==> src/hdl/sdcr_pkg.sv <==
// shared types, constants and helpers of the disk command responder
package sdcr_pkg;

	localparam int DRIVES_DEF = 8;
	localparam int HEADER_BYTES_DEF = 16;

	localparam logic [7:0] DEV_FIRST = 8'h31;
	localparam logic [7:0] DEV_LAST = 8'h38;
	localparam logic [7:0] DEV_ZERO = 8'h30;
	localparam logic [7:0] ST_DOUBLE = 8'h30;
	localparam logic [7:0] ST_SINGLE = 8'h10;

	localparam logic [7:0] CMD_STATUS = 8'h53;
	localparam logic [7:0] CMD_READ = 8'h52;
	localparam logic [7:0] CMD_PUT = 8'h50;
	localparam logic [7:0] CMD_WRITE = 8'h57;
	localparam logic [7:0] CMD_SPEED = 8'h3F;
	localparam logic [7:0] CMD_FORMAT = 8'h21;
	localparam logic [7:0] CMD_GETCFG = 8'h4E;
	localparam logic [7:0] CMD_SETCFG = 8'h4F;

	localparam logic [1:0] REG_PRESENT = 2'd0;
	localparam logic [1:0] REG_FORMATS = 2'd1;
	localparam logic [1:0] REG_DENSITY = 2'd2;

	typedef enum logic [1:0] {
		FMT_HEADER = 2'd0,
		FMT_RAW = 2'd1,
		FMT_EXEC = 2'd2,
		FMT_MENU = 2'd3
	} fmt_t;

	typedef enum logic [3:0] {
		RK_FALLBACK = 4'd0,
		RK_NAK = 4'd1,
		RK_STATUS = 4'd2,
		RK_READ = 4'd3,
		RK_WBEGIN = 4'd4,
		RK_WDATA = 4'd5,
		RK_WOK = 4'd6,
		RK_WNAK = 4'd7,
		RK_WERR = 4'd8,
		RK_SPEED = 4'd9,
		RK_FORMAT = 4'd10,
		RK_GETCFG = 4'd11,
		RK_SETCFG = 4'd12
	} rkind_t;

	typedef struct packed {
		logic [3:0] resp_kind;
		logic [3:0] drive;
		logic [7:0] command;
		logic [15:0] sector;
		logic [23:0] image_offset;
		logic from_loader;
		logic [8:0] transfer_length;
		logic [7:0] status_byte;
		logic [7:0] data_byte;
	} resp_t;

	typedef struct packed {
		logic req_type;
		logic [7:0] rx_byte;
		logic cmd_line;
	} req_t;

	typedef struct packed {
		logic frame_end;
		logic frame_byte;
		logic data_byte;
		logic [7:0] b;
	} job_t;

	function automatic logic [7:0] sum_step(input logic [7:0] c, input logic [7:0] d);
		logic [8:0] t;
		t = {1'b0, c} + {1'b0, d};
		return t[7:0] + {7'd0, t[8]};
	endfunction

endpackage

==> src/hdl/sdcr_if.sv <==
// valid/ready channel carrying one beat of payload
interface sdcr_if #(parameter type T = logic) ();
	logic valid;
	logic ready;
	T payload;
	modport source(output valid, output payload, input ready);
	modport sink(input valid, input payload, output ready);
endinterface

==> src/hdl/sdcr_back.sv <==
// back end: frame collection, decode, write data phase, output register
module sdcr_back import sdcr_pkg::*; #(
	parameter int DRIVES = DRIVES_DEF,
	parameter int HEADER_BYTES = HEADER_BYTES_DEF
) (
	input logic clk,
	input logic arst_n,
	input job_t job,
	input logic job_valid,
	output logic job_ready,
	input logic [7:0] present_q,
	input logic [15:0] formats_q,
	input logic [7:0] density_q,
	sdcr_if.source resp
);
	localparam logic [23:0] HDR = 24'(HEADER_BYTES);

	logic [7:0] fb_q [5];
	logic [2:0] cnt_q;
	logic dph_q, wref_q;
	logic [8:0] rem_q, widx_q;
	logic [7:0] dsum_q;
	logic [2:0] wdrv_q;
	logic [23:0] wbase_q;
	logic ov_q;
	resp_t out_q;

	logic take, emit, start_w;
	resp_t r;
	logic [7:0] c, dev, cmd;
	logic [15:0] sec;
	logic [2:0] idx;
	logic [3:0] drv;
	fmt_t f;
	logic big;
	logic [8:0] len;
	logic [23:0] off, sm1, sm4;

	assign job_ready = !ov_q || resp.ready;
	assign take = job_valid && job_ready;

	always_comb begin
		c = sum_step(sum_step(sum_step(sum_step(8'd0, fb_q[0]), fb_q[1]), fb_q[2]), fb_q[3]);
		dev = fb_q[0];
		cmd = fb_q[1];
		sec = {fb_q[3], fb_q[2]};
		drv = 4'(dev - DEV_ZERO);
		idx = 3'(drv - 4'd1);
		f = fmt_t'(formats_q[{idx, 1'b0} +: 2]);
		big = density_q[idx];
		sm1 = 24'(sec) - 24'd1;
		sm4 = 24'(sec) - 24'd4;
		len = (sec < 16'd4 || !big) ? 9'd128 : 9'd256;
		if (f == FMT_RAW) off = big ? (sm1 << 8) : (sm1 << 7);
		else if (sec < 16'd4) off = HDR + (sm1 << 7);
		else off = HDR + 24'd384 + (big ? (sm4 << 8) : (sm4 << 7));
		r = '0;
		emit = 1'b0;
		start_w = 1'b0;
		if (job.frame_end) begin
			if (!dph_q) begin
				if (c != fb_q[4]) begin
					emit = 1'b1;
					r.resp_kind = RK_FALLBACK;
				end else if (dev >= DEV_FIRST && dev <= DEV_LAST
						&& 32'(drv) <= DRIVES && present_q[idx]) begin
					emit = 1'b1;
					r.drive = drv;
					r.command = cmd;
					unique case (cmd)
						CMD_STATUS: begin
							r.resp_kind = RK_STATUS;
							r.status_byte = big ? ST_DOUBLE : ST_SINGLE;
						end
						CMD_READ: begin
							r.sector = sec;
							if (sec == 16'd0) r.resp_kind = RK_NAK;
							else begin
								r.resp_kind = RK_READ;
								if (f == FMT_EXEC) begin
									r.transfer_length = 9'd128;
									r.from_loader = sec < 16'd4;
									r.image_offset = (sec < 16'd4) ? (sm1 << 7) : (sm4 << 7);
								end else begin
									r.transfer_length = len;
									r.image_offset = off;
								end
							end
						end
						CMD_PUT, CMD_WRITE: begin
							r.sector = sec;
							if (sec == 16'd0) r.resp_kind = RK_NAK;
							else begin
								r.resp_kind = RK_WBEGIN;
								r.transfer_length = len;
								r.image_offset = (f == FMT_EXEC) ? 24'd0 : off;
								start_w = 1'b1;
							end
						end
						CMD_SPEED: r.resp_kind = RK_SPEED;
						CMD_FORMAT: begin
							r.resp_kind = RK_FORMAT;
							r.transfer_length = 9'd128;
							r.image_offset = (f == FMT_HEADER) ? HDR : 24'd0;
						end
						CMD_GETCFG: r.resp_kind = RK_GETCFG;
						CMD_SETCFG: r.resp_kind = RK_SETCFG;
						default: r.resp_kind = RK_NAK;
					endcase
				end
			end
		end else if (job.data_byte && dph_q) begin
			r.drive = {1'b0, wdrv_q} + 4'd1;
			if (rem_q != 9'd0) begin
				emit = !wref_q;
				r.resp_kind = RK_WDATA;
				r.image_offset = wbase_q + 24'(widx_q);
				r.data_byte = job.b;
			end else begin
				emit = 1'b1;
				if (job.b != dsum_q) r.resp_kind = RK_WNAK;
				else if (wref_q) r.resp_kind = RK_WERR;
				else r.resp_kind = RK_WOK;
			end
		end
	end

	always_ff @(posedge clk) begin
		if (take && emit) out_q <= r;
		if (take && start_w) begin
			wdrv_q <= idx;
			wbase_q <= r.image_offset;
			wref_q <= f == FMT_EXEC;
		end
	end

	always_ff @(posedge clk or negedge arst_n) begin
		if (!arst_n) begin
			for (int i = 0; i < 5; i++) fb_q[i] <= 8'hFF;
			cnt_q <= 3'd0;
			dph_q <= 1'b0;
			rem_q <= 9'd0;
			widx_q <= 9'd0;
			dsum_q <= 8'd0;
			ov_q <= 1'b0;
		end else begin
			if (resp.ready) ov_q <= 1'b0;
			if (take) begin
				if (emit) ov_q <= 1'b1;
				if (job.frame_end && !dph_q) begin
					for (int i = 0; i < 5; i++) fb_q[i] <= 8'hFF;
					cnt_q <= 3'd0;
					if (start_w) begin
						dph_q <= 1'b1;
						rem_q <= len;
						dsum_q <= 8'd0;
						widx_q <= 9'd0;
					end
				end else if (job.frame_byte) begin
					dph_q <= 1'b0;
					if (cnt_q < 3'd5) begin
						fb_q[cnt_q] <= job.b;
						cnt_q <= cnt_q + 3'd1;
					end
				end else if (job.data_byte && dph_q) begin
					if (rem_q != 9'd0) begin
						dsum_q <= sum_step(dsum_q, job.b);
						rem_q <= rem_q - 9'd1;
						widx_q <= widx_q + 9'd1;
					end else dph_q <= 1'b0;
				end
			end
		end
	end

	assign resp.valid = ov_q;
	assign resp.payload = out_q;
endmodule
==> src/flat_wrapper.sv <==
// flat-port wrapper written by rule: the top's interface ports become plain ports
module sdcr_back_flat import sdcr_pkg::*;
#(
	parameter int DRIVES = DRIVES_DEF,
	parameter int HEADER_BYTES = HEADER_BYTES_DEF
)
  (clk, arst_n, job, job_valid, job_ready, present_q, formats_q, density_q, resp_valid, resp_payload, resp_ready);
  sdcr_if resp_i ();
  input logic clk;
  input logic arst_n;
  input job_t job;
  input logic job_valid;
  output logic job_ready;
  input logic [7:0] present_q;
  input logic [15:0] formats_q;
  input logic [7:0] density_q;
  output wire logic [$bits(resp_i.valid)-1:0] resp_valid;
  output wire logic [$bits(resp_i.payload)-1:0] resp_payload;
  input wire logic [$bits(resp_i.ready)-1:0] resp_ready;
  assign resp_valid = resp_i.valid;
  assign resp_payload = resp_i.payload;
  assign resp_i.ready = resp_ready;
  sdcr_back #(.DRIVES(DRIVES), .HEADER_BYTES(HEADER_BYTES)) u_core (.clk(clk), .arst_n(arst_n), .job(job), .job_valid(job_valid), .job_ready(job_ready), .present_q(present_q), .formats_q(formats_q), .density_q(density_q), .resp(resp_i));
endmodule
==> config.mk <==
export PLATFORM = sky130hd
export DESIGN_NAME = sdcr_back_flat
export DESIGN_NICKNAME = d
export VERILOG_FILES = /design/src/hdl/sdcr_pkg.sv /design/src/hdl/sdcr_if.sv /design/src/hdl/sdcr_back.sv /design/src/flat_wrapper.sv
export SDC_FILE = /design/constraint.sdc
export NUM_CORES = 1
export LEC_CHECK = 0
export BUFFER_PORTS_ARGS = -buffer_cell sky130_fd_sc_hd__clkbuf_2
export CORE_MARGIN = 2
export CORE_UTILIZATION = 59
export CTS_CLUSTER_SIZE = 12
export DETAILED_ROUTE_END_ITERATION = 7
export PLACE_DENSITY = 0.86
export SYNTH_ARGS = -nofsm -noshare
export SYNTH_HDL_FRONTEND = slang
export SYNTH_SLANG_ARGS = --single-unit
==> constraint.sdc <==
create_clock -name clk -period 9.75 [get_ports clk]
set_input_delay 0.975 -clock clk [delete_from_list [all_inputs] [get_ports clk]]
set_output_delay 0.975 -clock clk [all_outputs]
set_load 0.02 [all_outputs]
==> results.md <==
- Critical path data arrival time: 8.31 ns
- Synth cell types: 59
- Final core occ: 67.7%
- Class of the worst hold path: reg -> reg
- Register area: 1460 um2
- Reg clk slew, reported paths: 0.11 ns
- Vias per cell: 5.94
- DRT antenna net count: 0
- Final hold vios: 0
- Critical-path top delay cell: dfstp_2
- Top cell type by total area after synthesis: dfstp_2
- Startpoint types: flop
- Compound-Gate Fraction of Synth Area: 14.5%
- Routed len/inst: 16.5 um
- Aggregate global-route resource usage: 27.2%
- Starting Density: 61.4%
- Mapped Area: 4200 um2
- Mux contribution to synthesized area: 4.38%
- Met3 usage: 4.20%
- Postcts setup bufs: 0
- Initial DRC Count: 198
- Final Wtd Congestion: 0.905
- Count leader, synth: nand2_1
- Clock buffer depth: 2
- Prevailing post-synth register cell: dfstp_2
- Final instance area: 4620 um2
- CTS buffer count: 5
- CTS Sinks: 56
- Clock Tree Root: clkbuf_8
- Synth Area in Adders: 12.5%
- Worst Skew: 0.0170 ns
- CTS Hold Bufs: 0
- Synth warn: 0
- XOR/XNOR Fraction of Synth Area: 10.4%
- Yosys reg bits: 56
- Site row count: 30
- Vias in the first global route: 3587
- Slew headroom: 29.7%
- Fin nets: 589
- Endpoints failing setup: 0
- Avg Synthesized Cell Area: 9.22 um2
- Syn nets: 542
- Tmin final: 8.09 ns
- H-tree levels: 2
- Leading cell types by count after synthesis: nand2_1 (50), nor2_1 (48), dfstp_2 (40), ha_1 (37), o21ai_0 (34)
- RSZ-0062 raised after global routing: false
- Final non-filler cell total: 599
- DRC violation count after routing: 0
- Met1 Usage GRT: 36.0%
- Routed wire length: 9.88 mm
- Simple-Gate Fraction of Synth Area: 20.4%
- Port Buffers: 49
- Status: finished clean
- First-pass GRT wire length: 16.6 mm
- Setup TNS: 0 ns
- Largest net degree at the start of global routing: 55
- CP required: 9.97 ns
- Largest family of logic cells by synthesized area: simple AND/OR/NAND/NOR gates
- # diodes: 0
- Cts repair resizes: 0
- Crit. End Element: flop
- Async SR Flop Fraction: 96.4%
- Worst path most repeated cell: ha_1
- Layout area overhead: 10.1%
- Grt ovf: 0
- Initial antenna violation count: 0
- Fmax: 124 MHz
- Share of cells above drive strength 1: 23.1%
- I/O Pins: 50
- Area of placed instances: 4530 um2
- Number of flops mapped to enable cells by yosys: 2
- CORE AREA: 6830 um2
- Inst Count DP: 591
- Synth area leaders: dfstp_2 (25%), ha_1 (11%), dfrtp_1 (8.3%)
- Critical path fanouts, max: 17
- Critical path type: reg -> reg
- GRT Max-Usage Layer: met2
- Final Slew Violations: 0
- Vias: 3556
- Die Span Y: 88.3 um
- Syn Inst Count: 455
- Tightest Pin Transition: 1.05 ns
- Router iterations before antenna repair: 5
- Final period util: 83.0%
- CTS tree: built
- Die W: 88.3 um
- Critical Path Max Stage Delay: 0.48 ns
- Max Cap Viol: 0
- Met2 usage: 45.8%
- Multi-input gate area: 2610 um2
- Clk_lat worst skew: 0.32 ns
- Synth top area share: 25.0%
- Sequential-to-total area share from yosys stat: 34.8%
- DIE AREA: 7800 um2
- # fillers: 557
- DPL Wire Length: 7.84 mm
==> worst paths after layout <==
path,from,end,slack [ns],cells after the start
max,u_core.dev[0],u_core.rem_q[1],1.66,39
min in group asynchronous,arst_n,u_core.rem_q[8],0.77,2
max reg2reg,u_core.dev[0],u_core.rem_q[1],1.66,39
min,u_core.fb_q[3],u_core.fb_q[3],0.49,2
max in group asynchronous,arst_n,u_core.cnt_q[0],8.55,2
min reg2reg,u_core.fb_q[3],u_core.fb_q[3],0.49,2
==> layout make-up <==
| class | count | share of cell area, % |
|---|---|---|
| Sequential cell | 56 | 31.6 |
| Multi-Input combinational cell | 366 | 56.4 |
| Clock buffer | 5 | 1.49 |
| Tap cell | 96 | 2.60 |
| Timing Repair Buffer | 51 | 5.63 |
| Clock inverter | 3 | 0.487 |
| Inverter | 22 | 1.79 |
==> worst max-delay path: cells and delay by family (launching register included) <==
family / cells / cell delay [ns]
xor+xnor: 3 / 0.58
flops: 1 / 0.48
fa+ha+maj: 9 / 2.58
compound gates: 13 / 2.36
mux: 1 / 0.34
simple gates: 13 / 1.66
==> state kept, by name, indices dropped and copies added, names as in the netlist <==
signal               cells
u_core.cmd               8
u_core.cnt_q             3
u_core.dev               8
u_core.dph_q             1
u_core.fb_q             24
u_core.rem_q             9
u_core.resp.payload      1
u_core.resp.valid        1
u_core.wref_q            1
==> stage by stage <==
| step | hold WS, ns | setup WS, ns |
|---|---|---|
| final | 0.495 | 1.66 |
| after global routing | 0.516 | 1.08 |
| after CTS | 0.498 | 1.71 |
| after detailed placement | 0.483 | 1.76 |
| after global placement | 0.477 | 2.09 |
| after floorplan | 0.467 | 2.54 |
==> cell families (layout without fill, tap and decap cells) <==
kind of cell | after synthesis | after routing
AOI/OAI and AO/OA | 97 | 97
xor gates and xnor gates | 48 | 48
adders and majority gates | 40 | 40
buffers and inverters | 33 | 81
DFF | 56 | 56
muxes | 12 | 12
and+or+nand+nor | 169 | 169
==> layer usage <==
| layer | vias up | wire (um) | share of wire (%) |
|---|---|---|---|
| met5 | - | 0 | 0 |
| met4 | 0 | 252 | 2.6 |
| met3 | 24 | 615 | 6.2 |
| met2 | 140 | 4740 | 48 |
| met1 | 1693 | 4270 | 43 |
| li1 | 1699 | - | - |
==> layout by cell type (no fill, tap or decap), drive strengths merged, types with 5 or more instances in the layout <==
| master | netlist | final |
|---|---|---|
| inv | 22 | 23 |
| dfstp | 40 | 40 |
| ha | 37 | 37 |
| xor2 | 16 | 16 |
| nand3 | 18 | 18 |
| mux2i | 6 | 6 |
| a21o | 5 | 5 |
| o22a | 5 | 5 |
| clkbuf | 8 | 54 |
| o21ai | 37 | 37 |
| nand2b | 9 | 9 |
| a21oi | 30 | 30 |
| and3 | 5 | 5 |
| nor2 | 49 | 49 |
| mux4 | 5 | 5 |
| nand2 | 50 | 50 |
| xnor2 | 31 | 31 |
| nor3 | 11 | 11 |
| nor4 | 6 | 6 |
| o21bai | 7 | 7 |
| dfrtp | 14 | 14 |
Power is not shown: default switching activity piles up to over one toggle a cycle in this logic, so the estimate is an artifact.
